$ cat src/rtl/core/pcbt_pkg.sv
// Shared types and constants for the pulse-code burst transmitter.
package pcbt_pkg;

   // Longest code that a burst may send; larger lengths saturate here.
   localparam int unsigned MAX_SYMBOLS = 32;

   localparam int unsigned CODE_W    = 64;
   localparam int unsigned LEN_W     = 6;
   localparam int unsigned WAIT_W    = 24;
   localparam int unsigned COUNT_W   = 4;
   localparam int unsigned CSR_IDX_W = 3;
   localparam int unsigned SYM_IDX_W = $clog2(CODE_W / 2);

   localparam logic [WAIT_W-1:0]  SHORT_WAIT_RST  = WAIT_W'(10000);
   localparam logic [WAIT_W-1:0]  LONG_WAIT_RST   = WAIT_W'(120000);
   localparam logic [COUNT_W-1:0] BURST_COUNT_RST = COUNT_W'(3);

   typedef enum logic [CSR_IDX_W-1:0] {
      REG_ON_CODE     = 3'd0,
      REG_OFF_CODE    = 3'd1,
      REG_ON_LENGTH   = 3'd2,
      REG_OFF_LENGTH  = 3'd3,
      REG_SHORT_WAIT  = 3'd4,
      REG_LONG_WAIT   = 3'd5,
      REG_BURST_COUNT = 3'd6
   } csr_index_type;

   typedef enum logic [1:0] {
      SYM_A = 2'd0,
      SYM_B = 2'd1,
      SYM_C = 2'd2,
      SYM_D = 2'd3
   } symbol_type;

   typedef enum logic {
      KIND_TICK      = 1'b0,
      KIND_SET_STATE = 1'b1
   } kind_type;

   // Decoded view of the symbol at the current position.
   typedef struct packed {
      logic active;       // position lies inside the code
      logic first_half;   // line level during the first half
      logic second_half;  // line level during the second half
   } sym_type;

endpackage

$ cat src/rtl/core/pcbt_sym_dec.sv
// Symbol selection and half-symbol level decode for the current burst position.
module pcbt_sym_dec
   import pcbt_pkg::*;
(
   input  logic [CODE_W-1:0] code,
   input  logic [LEN_W-1:0]  length,
   input  logic [LEN_W-1:0]  position,
   output sym_type           sym
);

   logic [LEN_W-1:0] len_sat;
   symbol_type       code_sym;

   // Clamp the length to the symbol capacity of a code word.
   assign len_sat  = (length > LEN_W'(MAX_SYMBOLS)) ? LEN_W'(MAX_SYMBOLS) : length;
   assign code_sym = symbol_type'(code[{position[SYM_IDX_W-1:0], 1'b0} +: 2]);

   always_comb begin
      sym.active      = (position < len_sat) && (position < LEN_W'(CODE_W / 2));
      sym.first_half  = 1'b0;
      sym.second_half = 1'b0;
      case (code_sym)
         SYM_A: begin
            sym.first_half = 1'b1;
         end
         SYM_B: begin
            sym.second_half = 1'b1;
         end
         SYM_C: begin
            sym.first_half  = 1'b1;
            sym.second_half = 1'b1;
         end
         SYM_D: begin
            sym.first_half  = 1'b0;
         end
         default: begin
            sym.first_half  = 1'b0;
         end
      endcase
   end

endmodule

$ cat src/rtl/core/pulse_code_burst_transmitter_top.sv
// Top level of the pulse-code burst transmitter: state update, result register, CSRs.
//
//   channel | direction | handshake           | payload
//   req     | in        | req_valid/req_stall | req_kind, req_want_on
//   rsp     | out       | rsp_valid/rsp_stall | rsp_line_level, rsp_sending,
//           |           |                     | rsp_sending_on_code
//   csr     | in        | csr_we              | csr_index, csr_wdata
//
// One item per cycle while req_stall is low; its result is visible in the cycle after the transfer.
// The whole state update is a single combinational pass into the state registers,
// which also hold the result fields.
// Reset (synchronous) loads the register defaults and starts an off-code burst.
// rsp_stall, while a result is valid, holds the result and stalls req in the same cycle.
module pulse_code_burst_transmitter_top
   import pcbt_pkg::*;
(
   input  logic                 clock,
   input  logic                 reset,
   input  logic                 req_valid,
   output logic                 req_stall,
   input  logic                 req_kind,
   input  logic                 req_want_on,
   output logic                 rsp_valid,
   input  logic                 rsp_stall,
   output logic                 rsp_line_level,
   output logic                 rsp_sending,
   output logic                 rsp_sending_on_code,
   input  logic                 csr_we,
   input  logic [CSR_IDX_W-1:0] csr_index,
   input  logic [CODE_W-1:0]    csr_wdata
);

   logic [CODE_W-1:0]  on_code_ff, off_code_ff;
   logic [LEN_W-1:0]   on_length_ff, off_length_ff;
   logic [WAIT_W-1:0]  short_wait_ff, long_wait_ff;
   logic [COUNT_W-1:0] burst_count_ff;

   logic               in_burst_ff, in_burst_in;
   logic [LEN_W-1:0]   symbol_position_ff, symbol_position_in;
   logic               half_position_ff, half_position_in;
   logic [COUNT_W-1:0] sent_in_group_ff, sent_in_group_in;
   logic [WAIT_W-1:0]  wait_left_ff, wait_left_in;
   logic               requested_on_ff, requested_on_in;
   logic               latched_on_ff, latched_on_in;
   logic               change_pending_ff, change_pending_in;
   logic               line_out_ff, line_out_in;
   logic               rsp_valid_ff, rsp_valid_in;

   logic               accept;
   logic [COUNT_W:0]   sent_next;
   sym_type            sym;

   assign req_stall = rsp_valid_ff && rsp_stall;
   assign accept    = req_valid && !req_stall;

   // ---------------------------------------------------------------- CSRs
   always_ff @(posedge clock) begin
      if (reset) begin
         on_code_ff     <= '0;
         off_code_ff    <= '0;
         on_length_ff   <= '0;
         off_length_ff  <= '0;
         short_wait_ff  <= SHORT_WAIT_RST;
         long_wait_ff   <= LONG_WAIT_RST;
         burst_count_ff <= BURST_COUNT_RST;
      end else if (csr_we) begin
         case (csr_index_type'(csr_index))
            REG_ON_CODE:     on_code_ff     <= csr_wdata;
            REG_OFF_CODE:    off_code_ff    <= csr_wdata;
            REG_ON_LENGTH:   on_length_ff   <= csr_wdata[LEN_W-1:0];
            REG_OFF_LENGTH:  off_length_ff  <= csr_wdata[LEN_W-1:0];
            REG_SHORT_WAIT:  short_wait_ff  <= csr_wdata[WAIT_W-1:0];
            REG_LONG_WAIT:   long_wait_ff   <= csr_wdata[WAIT_W-1:0];
            REG_BURST_COUNT: burst_count_ff <= csr_wdata[COUNT_W-1:0];
            default: begin
            end
         endcase
      end
   end

   pcbt_sym_dec u_sym_dec (
      .code     (latched_on_ff ? on_code_ff : off_code_ff),
      .length   (latched_on_ff ? on_length_ff : off_length_ff),
      .position (symbol_position_ff),
      .sym      (sym)
   );

   assign sent_next = {1'b0, sent_in_group_ff} + (COUNT_W+1)'(1);

   // --------------------------------------------------------- state update
   always_comb begin
      in_burst_in        = in_burst_ff;
      symbol_position_in = symbol_position_ff;
      half_position_in   = half_position_ff;
      sent_in_group_in   = sent_in_group_ff;
      wait_left_in       = wait_left_ff;
      requested_on_in    = requested_on_ff;
      latched_on_in      = latched_on_ff;
      change_pending_in  = change_pending_ff;
      line_out_in        = line_out_ff;

      if (kind_type'(req_kind) == KIND_SET_STATE) begin
         requested_on_in = req_want_on;
         if (in_burst_ff) begin
            change_pending_in = 1'b1;
         end else begin
            sent_in_group_in   = '0;
            in_burst_in        = 1'b1;
            latched_on_in      = req_want_on;
            symbol_position_in = '0;
            half_position_in   = 1'b0;
            wait_left_in       = '0;
            change_pending_in  = 1'b0;
         end
      end else if (in_burst_ff) begin
         if (sym.active) begin
            line_out_in = half_position_ff ? sym.second_half : sym.first_half;
            if (half_position_ff) begin
               half_position_in   = 1'b0;
               symbol_position_in = symbol_position_ff + LEN_W'(1);
            end else begin
               half_position_in = 1'b1;
            end
         end else begin
            // End of burst: drive low, then restart, long wait or short wait.
            line_out_in        = 1'b0;
            in_burst_in        = 1'b0;
            symbol_position_in = '0;
            half_position_in   = 1'b0;
            if (change_pending_ff) begin
               sent_in_group_in  = '0;
               in_burst_in       = 1'b1;
               latched_on_in     = requested_on_ff;
               wait_left_in      = '0;
               change_pending_in = 1'b0;
            end else if (sent_next >= {1'b0, burst_count_ff}) begin
               sent_in_group_in = '0;
               wait_left_in     = long_wait_ff;
            end else begin
               sent_in_group_in = sent_next[COUNT_W-1:0];
               wait_left_in     = short_wait_ff;
            end
         end
      end else if (wait_left_ff <= WAIT_W'(1)) begin
         in_burst_in        = 1'b1;
         latched_on_in      = requested_on_ff;
         symbol_position_in = '0;
         half_position_in   = 1'b0;
         wait_left_in       = '0;
         change_pending_in  = 1'b0;
      end else begin
         wait_left_in = wait_left_ff - WAIT_W'(1);
      end
   end

   // Result stays valid until taken; a new transfer refills it at once.
   always_comb begin
      rsp_valid_in = rsp_valid_ff;
      if (accept) begin
         rsp_valid_in = 1'b1;
      end else if (!rsp_stall) begin
         rsp_valid_in = 1'b0;
      end
   end

   always_ff @(posedge clock) begin
      if (reset) begin
         in_burst_ff        <= 1'b1;
         symbol_position_ff <= '0;
         half_position_ff   <= 1'b0;
         sent_in_group_ff   <= '0;
         wait_left_ff       <= '0;
         requested_on_ff    <= 1'b0;
         latched_on_ff      <= 1'b0;
         change_pending_ff  <= 1'b0;
         line_out_ff        <= 1'b0;
         rsp_valid_ff       <= 1'b0;
      end else begin
         rsp_valid_ff <= rsp_valid_in;
         if (accept) begin
            in_burst_ff        <= in_burst_in;
            symbol_position_ff <= symbol_position_in;
            half_position_ff   <= half_position_in;
            sent_in_group_ff   <= sent_in_group_in;
            wait_left_ff       <= wait_left_in;
            requested_on_ff    <= requested_on_in;
            latched_on_ff      <= latched_on_in;
            change_pending_ff  <= change_pending_in;
            line_out_ff        <= line_out_in;
         end
      end
   end

   // State only moves on a transfer, so it doubles as the result payload.
   assign rsp_valid           = rsp_valid_ff;
   assign rsp_line_level      = line_out_ff;
   assign rsp_sending         = in_burst_ff;
   assign rsp_sending_on_code = latched_on_ff;

   // ----------------------------------------------------------- assertions
   a_pending_only_in_burst: assert property (@(posedge clock) disable iff (reset)
      change_pending_ff |-> in_burst_ff)
      else $error("change pending outside a burst");

   a_no_wait_in_burst: assert property (@(posedge clock) disable iff (reset)
      in_burst_ff |-> (wait_left_ff == '0))
      else $error("wait counter live during a burst");

   a_idle_line_low: assert property (@(posedge clock) disable iff (reset)
      !in_burst_ff |-> (!line_out_ff && symbol_position_ff == '0 && !half_position_ff))
      else $error("line or position not cleared while waiting");

   a_result_after_transfer: assert property (@(posedge clock) disable iff (reset)
      accept |=> rsp_valid_ff)
      else $error("transfer without a result");

   a_state_holds_when_idle: assert property (@(posedge clock) disable iff (reset)
      !accept |=> $stable(in_burst_ff) && $stable(wait_left_ff) && $stable(line_out_ff))
      else $error("state moved without a transfer");

endmodule

$ cat config.mk
export PLATFORM = sky130hd
export DESIGN_NAME = pulse_code_burst_transmitter_top
export DESIGN_NICKNAME = d
export VERILOG_FILES = /design/src/rtl/core/pcbt_pkg.sv /design/src/rtl/core/pcbt_sym_dec.sv /design/src/rtl/core/pulse_code_burst_transmitter_top.sv
export SDC_FILE = /design/constraint.sdc
export NUM_CORES = 1
export LEC_CHECK = 0
export ABC_CLOCK_PERIOD_IN_PS = 10100
export BUFFER_PORTS_ARGS = -buffer_cell sky130_fd_sc_hd__buf_2
export CAP_MARGIN = 10
export CORE_ASPECT_RATIO = 0.75
export CORE_MARGIN = 10
export CORE_UTILIZATION = 35
export CTS_BUF_LIST = sky130_fd_sc_hd__clkbuf_16
export DETAILED_ROUTE_END_ITERATION = 8
export GPL_TIMING_DRIVEN = 0
export PLACE_DENSITY_LB_ADDON = 0.12
export RECOVER_POWER = 100
export REMOVE_ABC_BUFFERS = 1
export SYNTH_ARGS = -nofsm -noshare
export SYNTH_HDL_FRONTEND = slang
export SYNTH_SLANG_ARGS = --single-unit
$ cat constraint.sdc
create_clock -name clock -period 10.1 [get_ports clock]
set_clock_uncertainty 0.05 [all_clocks]
set_input_delay 2.02 -clock clock [delete_from_list [all_inputs] [get_ports clock]]
set_output_delay 2.02 -clock clock [all_outputs]
set_load 0.05 [all_outputs]
==> impl_metrics.py, run 1 <==
metrics = {
    "setup_path": {
        "required_ns": 10.53,
        "cp_max_fo": 52,
        "crit_arrival_ns": 6.75,
        "reg2reg_depth": 9,
        "end_kind": "flop",
        "start_kind": "flop",
        "critPathKind": "flop to flop",
    },
    "floorplan": {
        "rows": 55,
        "core_sq_um": 30100,
        "die_area_sq_um": 37900,
        "fp.dieW_um": 222,
        "io_pins": 79,
        "dieHeight_um": 171,
        "start_util": 0.355,
    },
    "timing": {
        "finalSetupTns_ns": 0,
        "finalMaxSlewViolations": 97,
        "period_minus_slack_ns": 6.32,
        "post-route-period-util": 0.625,
        "rsz0062_at_grt": "no",
        "final_hold_viol_count": 0,
        "relSlewSlack": -0.922,
        "worst_pin_slew_ns": 2.88,
        "fmax_ghz": 0.158,
        "setup_slack_ns": 3.78,
        "setup_violations": 0,
    },
    "logic_synthesis": {
        "synth.distinct_cells": 61,
        "synth_flop_cell": "dfxtp_1",
        "netlist_area_sq_um": 10700,
        "synthCells": 1314,
        "syn_area_per_cell_sq_um": 8.12,
        "synth_edf_count": 0,
        "yosysSeqAreaShare": 0.437,
        "ys_warn_count": 0,
        "ys_ff_latch": 233,
        "async_reset_ff_frac": 0,
    },
    "grt": {
        "antenna_found_initial": 2,
        "grt_max_degree": 112,
        "grt_remaining_overflow": 0,
        "grt_pass1_vias": 8695,
        "grt_usage": 0.156,
        "grt_pass1_wl_um": 49000,
    },
    "final_layout": {
        "nets": 1432,
        "final_cell_mix": "nand2_1, dfxtp_1, a21oi_1, buf_2, nor2_1",
        "final_common_cell": "nand2_1",
        "final_util": 0.408,
        "drive_gt1_frac": 0.122,
        "final_cells": 1764,
        "nFillCells": 3129,
        "area_growth_pct": 15.1,
    },
    "placed_design": {
        "place_inst": 1715,
        "dp_slack_ns": 5.53,
        "hpwl_um": 20200,
        "routabilityCongestion": 0.812,
        "numPortBuffers": 78,
    },
    "clocking": {
        "cts_tree": "built",
        "cts_max_level": 1,
        "holdBufCountCts": 0,
        "cts-root-buf": "clkbuf_16",
        "clk_path_buf_depth": 3,
        "cts.sinks": 233,
        "cts_resized": 0,
        "worstSkewPairLatency_ns": 0.53,
        "clkTransAtPathRegs_ns": 0.07,
        "postCtsSetupRepairBufs": 0,
        "cts_made_buffers": 26,
    },
    "routing": {
        "drt_iter0_markers": 574,
        "vias": 9034,
        "viasPerCell": 5.12,
        "drc_errors": 0,
        "firstDrtPassIters": 5,
        "antenna_left": 0,
        "routedWlPerCell_um": 17.2,
        "wirelength_um": 30300,
    },
    "status": {
        "violations": "max-capacitance violations, max-slew violations",
        "status": "finished with violations",
    },
    "pwr": {
        "powerDensity_nw_per_um2": 179,
        "ir_worst_vdd_v": 0.000101,
        "p_leak_nw": 4.48,
    },
    "min_path": {
        "hold_depth": 2,
        "hp-class": "flop to flop",
    },
    "job": {
        "max_cap_violations": 2,
    },
}
## final timing paths
check	from	endpoint	slack, ns
worst max-delay path	rsp_sending_on_code	wait_left_ff[2]	3.78
worst min-delay path	on_code_ff[54]	on_code_ff[54]	0.40
worst max register to register	rsp_sending_on_code	wait_left_ff[2]	3.78
worst min register to register	on_code_ff[54]	on_code_ff[54]	0.40
## routing by layer
layer	up-vias	GRT usage	part of all wire
li1	4575	-	-
met1	4288	0.225	0.51
met2	142	0.239	0.44
met3	27	0.0295	0.044
met4	2	0.0274	0.012
met5	-	0	0.00023
## synthesized netlist by cell type, types with 4 or more instances
cell type	count	area, sq um
and3_1	4	25.0
nor4_1	10	62.6
buf_2	12	60.1
mux4_2	24	541
buf_4	6	45.0
nor2_1	68	255
nor2b_1	5	31.3
clkbuf_1	69	259
a22o_1	4	35.0
nand4_1	4	25.0
a21oi_1	196	981
ha_1	13	163
nand3_1	27	135
o32ai_1	6	52.6
dfxtp_1	233	4660
nand2b_1	9	56.3
mux2i_1	64	641
o221ai_1	6	52.6
nand2_1	405	1520
xnor2_1	6	52.6
nor3_1	13	65.1
o22ai_1	19	119
and2_1	8	50.1
mux2_2	5	56.3
inv_1	10	37.5
o21ai_0	32	160
xor2_1	5	43.8
## registers in the layout, summed over array words and instances (netlist names)
| register | flops |
|---|---|
| off_code_ff | 64 |
| burst_count_ff | 4 |
| rsp_valid | 1 |
| on_code_ff | 64 |
| requested_on_ff | 1 |
| rsp_sending | 1 |
| symbol_position_ff | 6 |
| rsp_line_level | 1 |
| rsp_sending_on_code | 1 |
| sent_in_group_ff | 4 |
| wait_left_ff | 24 |
| half_position_ff | 1 |
| long_wait_ff | 24 |
| short_wait_ff | 24 |
| off_length_ff | 6 |
| on_length_ff | 6 |
| change_pending_ff | 1 |
## cells by family after synthesis
family | after synthesis | share of synthesized area
AO/OA/AOI/OAI | 293 | 0.158
flip-flops | 233 | 0.437
multiplexers | 94 | 0.118
XOR/XNOR | 11 | 0.00903
adder cells (fa/ha/maj) | 13 | 0.0153
AND/OR/NAND/NOR | 568 | 0.221
buffers and inverters | 102 | 0.0415
## critical path, cell delays in order, from the launching register on
cell and delay (ns):
dfxtp_1 2.28, mux2i_1 0.68, ha_1 0.50, and3_1 0.20, a2111o_1 0.40, a31oi_1 0.72
o21ai_0 0.35, and2_0 0.58, o22ai_1 0.32, a22o_1 0.16
## per-stage QoR
stage               power [mW]  area (sq um)  hold slack, ns
CTS                       2.24         12300           0.404
finish                    2.20         12300           0.403
detailed placement        1.23         11400           0.396
global placement          1.22         11200           0.389
floorplan                 1.13         10300           0.377
global route              2.30         12300           0.419
## final cells by class
class | instances | area (sq um) | share of cell area
Multi-Input combinational cell | 979 | 5550 | 0.452
Sequential cell | 233 | 4670 | 0.380
Clock buffer | 27 | 676 | 0.0550
Timing Repair Buffer | 94 | 624 | 0.0509
Tap cell | 399 | 499 | 0.0407
Clock inverter | 20 | 219 | 0.0178
Inverter | 11 | 41.3 | 0.00336
Antenna cell | 1 | 2.50 | 0.000204
## power breakdown
part | switching (mW) | internal (mW) | leakage, nW
registers | 0.0210 | 0.943 | 1.89
logic | 0.152 | 0.0867 | 2.14
clock network | 0.387 | 0.609 | 0.454
total | 0.560 | 1.64 | 4.48
No activity file was read; power rests on OpenSTA's default activity.
==> run 2, diff against run 1 <==
--- a/config.mk
+++ b/config.mk
@@ -5,7 +5,7 @@
 export SDC_FILE = /design/constraint.sdc
 export NUM_CORES = 1
 export LEC_CHECK = 0
-export ABC_CLOCK_PERIOD_IN_PS = 10100
+export ABC_CLOCK_PERIOD_IN_PS = 5650
 export BUFFER_PORTS_ARGS = -buffer_cell sky130_fd_sc_hd__buf_2
 export CAP_MARGIN = 10
 export CORE_ASPECT_RATIO = 0.75
==> constraint.sdc (replaced) <==
create_clock -name clock -period 5.65 [get_ports clock]
set_clock_uncertainty 0.05 [all_clocks]
set_input_delay 1.13 -clock clock [delete_from_list [all_inputs] [get_ports clock]]
set_output_delay 1.13 -clock clock [all_outputs]
set_load 0.05 [all_outputs]
==> impl_metrics.py, run 2 (synthesized netlist as in run 1, its figures left out) <==
metrics = {
    "status": {
        "status": "finished with violations",
        "violations": "max-capacitance violations, max-slew violations",
    },
    "floorplan": {
        "dieHeight_um": 171,
        "die_area_sq_um": 37900,
        "fp.dieW_um": 222,
        "io_pins": 79,
        "start_util": 0.355,
        "rows": 55,
        "core_sq_um": 30100,
    },
    "timing": {
        "final_hold_viol_count": 0,
        "post-route-period-util": 0.797,
        "finalMaxSlewViolations": 156,
        "fmax_ghz": 0.222,
        "relSlewSlack": -0.649,
        "rsz0062_at_grt": "no",
        "setup_violations": 0,
        "hold-worst-slack_ns": 0.402,
        "worst_pin_slew_ns": 2.47,
        "period_minus_slack_ns": 4.51,
    },
    "setup_path": {
        "crit_arrival_ns": 4.94,
        "path_cells": "mux2i_1 > nand2_1 > ha_1 > a21oi_1 > nor2b_1 > a2111o_1 > a31oi_1 > o21ai_2 > and2_0 > o22ai_1 > a22o_1",
        "cp_max_fo": 52,
        "critPathKind": "flop to flop",
        "crit_slowest_cell": "dfxtp_4",
        "crit_family": "compound AO/OA/AOI/OAI gates",
        "critPathBufInv": 0,
        "rrSetupSlack_ns": 1.14,
        "reg2reg_depth": 11,
        "regToRegStartpoint": "rsp_sending_on_code",
        "slowest_delay_ns": 0.93,
        "r2r-end": "wait_left_ff[2]",
        "start_kind": "flop",
        "end_kind": "flop",
        "required_ns": 6.08,
    },
    "grt": {
        "antenna_found_initial": 2,
        "grt_max_degree": 112,
        "grt_remaining_overflow": 0,
        "grt_usage": 0.156,
        "grt_pass1_vias": 8695,
        "grt_pass1_wl_um": 49000,
    },
    "final_layout": {
        "drive_gt1_frac": 0.121,
        "final_cell_mix": "nand2_1, dfxtp_1, a21oi_1, buf_2, nor2_1",
        "reg_top3": "off_code_ff (64), on_code_ff (64)",
        "final_cells": 1764,
        "nets": 1432,
        "final_common_cell": "nand2_1",
        "area_growth_pct": 14.6,
    },
    "pwr": {
        "switching_share": 0.256,
        "total_power_mw": 3.93,
        "p_leak_nw": 4.46,
        "p_sw_mw": 1.01,
        "internal-power_mw": 2.93,
        "ir_worst_vdd_v": 0.000184,
        "seq_power_share": 0.438,
        "powerDensity_nw_per_um2": 322,
        "p_clk_frac": 0.454,
        "power_frac_comb": 0.108,
    },
    "min_path": {
        "holdPathEnd": "on_code_ff[54]",
        "hp-class": "flop to flop",
        "hp-start": "on_code_ff[54]",
        "hold_depth": 2,
    },
    "routing": {
        "drt_iter0_markers": 553,
        "antenna_left": 0,
        "vias": 9018,
        "viasPerCell": 5.11,
        "routedWlPerCell_um": 17.2,
        "wirelength_um": 30400,
        "firstDrtPassIters": 5,
        "drc_errors": 0,
    },
    "clocking": {
        "cts_max_level": 1,
        "cts_made_buffers": 26,
        "worstSkewPairLatency_ns": 0.54,
        "cts.sinks": 233,
        "postCtsSetupRepairBufs": 0,
        "cts_resized": 0,
        "holdBufCountCts": 0,
        "clk_path_buf_depth": 3,
        "clkTransAtPathRegs_ns": 0.07,
        "cts-root-buf": "clkbuf_16",
        "cts_tree": "built",
    },
    "placed_design": {
        "routabilityCongestion": 0.812,
        "numPortBuffers": 78,
        "hpwl_um": 20200,
        "place_inst": 1715,
    },
    "job": {
        "max_cap_violations": 2,
    },
}
[run 2: final cells by class]
cell class | count | area, sq um
Clock inverter | 20 | 219
Sequential cell | 233 | 4670
Inverter | 11 | 41.3
Multi-Input combinational cell | 979 | 5530
Tap cell | 399 | 499
Fill cell | 3131 | 17800
Clock buffer | 27 | 676
Antenna cell | 1 | 2.50
Timing Repair Buffer | 94 | 586
[run 2: routing by layer]
metal,share of wire,GRT usage,vias up,wire (um)
met5,0.00023,0,-,7
met4,0.014,0.0274,2,432
met3,0.037,0.0295,32,1120
met2,0.43,0.239,124,13200
met1,0.52,0.225,4286,15700
li1,-,-,4574,-
[run 2: per-stage QoR]
step / TNS, ns / setup slack, ns / area [sq um] / utilization
after floorplan: 0 / 0.786 / 10300 / -
after global placement: -208.68 / -2.73 / 11200 / 0.371
after detailed placement: 0 / 1.77 / 11400 / 0.380
after CTS: 0 / 1.73 / 12300 / 0.410
after global routing: 0 / 0.762 / 12200 / 0.406
final: 0 / 1.14 / 12200 / 0.407
[run 2: tightest hold or removal path: stages (launching register included)]
cell and delay (ns):
dfxtp_1 0.31, nand2_1 0.05, a21oi_1 0.05
[run 2: worst max-delay path by stage]
stage	from	to	slack [ns]	depth (start not counted)
floorplan	csr_index[2]	on_code_ff[0]	0.79	4
global placement	csr_index[2]	on_code_ff[21]	-2.73	5
detailed placement	rsp_sending_on_code	wait_left_ff[15]	1.77	10
CTS	rsp_sending_on_code	wait_left_ff[15]	1.73	10
global route	rsp_sending_on_code	wait_left_ff[2]	0.76	11
finish	rsp_sending_on_code	wait_left_ff[2]	1.14	11
[run 2: power by group through the flow]
stage | clock [mW] | sequential, mW | combinational (mW)
floorplan | 0 | 1.76 | 0.253
global route | 1.91 | 1.73 | 0.473
detailed placement | 0 | 1.76 | 0.435
global placement | 0 | 1.77 | 0.415
CTS | 1.85 | 1.72 | 0.437
finish | 1.78 | 1.72 | 0.424
==> run 3, diff against run 2 <==
--- a/config.mk
+++ b/config.mk
@@ -5,7 +5,7 @@
 export SDC_FILE = /design/constraint.sdc
 export NUM_CORES = 1
 export LEC_CHECK = 0
-export ABC_CLOCK_PERIOD_IN_PS = 5650
+export ABC_CLOCK_PERIOD_IN_PS = 4600
 export BUFFER_PORTS_ARGS = -buffer_cell sky130_fd_sc_hd__buf_2
 export CAP_MARGIN = 10
 export CORE_ASPECT_RATIO = 0.75
==> constraint.sdc (replaced) <==
create_clock -name clock -period 4.6 [get_ports clock]
set_clock_uncertainty 0.05 [all_clocks]
set_input_delay 0.92 -clock clock [delete_from_list [all_inputs] [get_ports clock]]
set_output_delay 0.92 -clock clock [all_outputs]
set_load 0.05 [all_outputs]
==> impl_metrics.py, run 3 (synthesized netlist as in run 1, its figures left out) <==
metrics = {
    "timing": {
        "relSlewSlack": -0.655,
        "period_minus_slack_ns": 4.09,
        "finalMaxSlewViolations": 156,
        "final_hold_viol_count": 0,
        "setup_slack_ns": 0.508,
        "setup_violations": 0,
        "post-route-period-util": 0.890,
        "rsz0062_at_grt": "no",
        "worst_pin_slew_ns": 2.48,
        "fmax_ghz": 0.244,
    },
    "grt": {
        "grt_pass1_vias": 8695,
        "antenna_found_initial": 2,
        "grt_usage": 0.156,
        "grt_remaining_overflow": 0,
        "grt_pass1_wl_um": 49000,
        "grt_max_degree": 112,
    },
    "clocking": {
        "cts_max_level": 1,
        "clk_path_buf_depth": 3,
        "cts_made_buffers": 26,
        "clkTransAtPathRegs_ns": 0.07,
        "cts-root-buf": "clkbuf_16",
        "worstSkewPairLatency_ns": 0.54,
        "cts_resized": 0,
        "cts.sinks": 233,
        "holdBufCountCts": 0,
        "cts_tree": "built",
        "postCtsSetupRepairBufs": 0,
    },
    "final_layout": {
        "drive_gt1_frac": 0.124,
        "reg_top3": "off_code_ff (64), on_code_ff (64)",
        "area_growth_pct": 15.1,
        "finalInstanceArea_sq_um": 12300,
        "nets": 1432,
        "final_cells": 1764,
        "final_util": 0.408,
        "nFillCells": 3126,
        "final_cell_mix": "nand2_1, dfxtp_1, a21oi_1, buf_2, nor2_1",
        "multi_input_area_sq_um": 5580,
        "final_common_cell": "nand2_1",
        "regArea_sq_um": 4670,
    },
    "pwr": {
        "ir_worst_vdd_v": 0.000225,
        "power_frac_comb": 0.108,
        "internal-power_mw": 3.60,
        "p_clk_frac": 0.453,
        "p_leak_nw": 4.46,
        "switching_share": 0.256,
        "p_sw_mw": 1.24,
        "seq_power_share": 0.438,
        "powerDensity_nw_per_um2": 394,
    },
    "placed_design": {
        "dp_slack_ns": 0.720,
        "place_inst": 1715,
        "routabilityCongestion": 0.812,
        "hpwl_um": 20200,
        "place_area_sq_um": 11400,
        "numPortBuffers": 78,
    },
    "floorplan": {
        "die_area_sq_um": 37900,
        "core_sq_um": 30100,
        "io_pins": 79,
        "rows": 55,
        "fp.dieW_um": 222,
        "start_util": 0.355,
        "dieHeight_um": 171,
    },
    "routing": {
        "drt_iter0_markers": 580,
        "vias": 9036,
        "viasPerCell": 5.12,
        "antenna_left": 0,
        "routedWlPerCell_um": 17.2,
        "drc_errors": 0,
        "wirelength_um": 30400,
        "firstDrtPassIters": 5,
    },
    "setup_path": {
        "cp_max_fo": 52,
        "critPathKind": "flop to flop",
        "critPathBufInv": 0,
        "end_kind": "flop",
        "required_ns": 5.03,
        "slowest_delay_ns": 0.94,
        "start_kind": "flop",
        "path_cells": "mux2i_4 > nand2_1 > ha_1 > and3_1 > a2111o_1 > a31oi_4 > o21ai_0 > and2_1 > o22ai_1 > a22o_1",
        "crit_family": "compound AO/OA/AOI/OAI gates",
        "crit_arrival_ns": 4.52,
        "crit_slowest_cell": "dfxtp_4",
    },
    "job": {
        "max_cap_violations": 2,
    },
    "status": {
        "status": "finished with violations",
        "violations": "max-capacitance violations, max-slew violations",
    },
    "min_path": {
        "hp-class": "flop to flop",
    },
}
## run 3: cell counts in the layout (fill, tap and decap cells not counted)
Identical to the previous run, type by type.
## run 3: final cells by class
class                           count  area share
Antenna cell                        1    0.000204
Tap cell                          399      0.0407
Sequential cell                   233       0.381
Inverter                           11     0.00336
Clock inverter                     20      0.0178
Timing Repair Buffer               94      0.0477
Clock buffer                       27      0.0551
Multi-Input combinational cell    979       0.455
## run 3: routing by layer
layer,vias up,GRT usage,share of wire
met5,-,0,0.00023
met4,2,0.0274,0.014
met3,32,0.0295,0.042
met2,145,0.239,0.43
met1,4281,0.225,0.51
li1,4576,-,-
## run 3: final timing paths
kind | start | end | slack, ns | cells after the start
setup / recovery | rsp_sending_on_code | wait_left_ff[2] | 0.51 | 10
hold / removal | on_code_ff[54] | on_code_ff[54] | 0.40 | 2
setup reg to reg | rsp_sending_on_code | wait_left_ff[2] | 0.51 | 10
hold reg to reg | on_code_ff[54] | on_code_ff[54] | 0.40 | 2
## run 3: worst reg2reg max path, delay by kind of cell, from the launching register on
| family | cells | cell delay, ns |
|---|---|---|
| AOI/OAI and AO/OA | 5 | 1.53 |
| DFF | 1 | 0.94 |
| and+or+nand+nor | 3 | 0.79 |
| muxes | 1 | 0.44 |
| adders and majority gates | 1 | 0.29 |
## run 3: power groups by stage
stage | Combinational [mW] | Clock (mW) | Sequential (mW)
floorplan | 0.310 | 0 | 2.16
detailed placement | 0.535 | 0 | 2.16
finish | 0.524 | 2.19 | 2.12
global route | 0.586 | 2.35 | 2.12
CTS | 0.537 | 2.27 | 2.12
global placement | 0.510 | 0 | 2.17
## run 3: stage by stage
stage                     hold slack (ns)  power, mW  TNS (ns)
after floorplan                     0.377       2.47     -3.44
after global placement              0.389       2.68   -359.34
after detailed placement            0.396       2.70         0
after CTS                           0.404       4.92         0
after global routing                0.419       5.06         0
final                               0.402       4.83         0
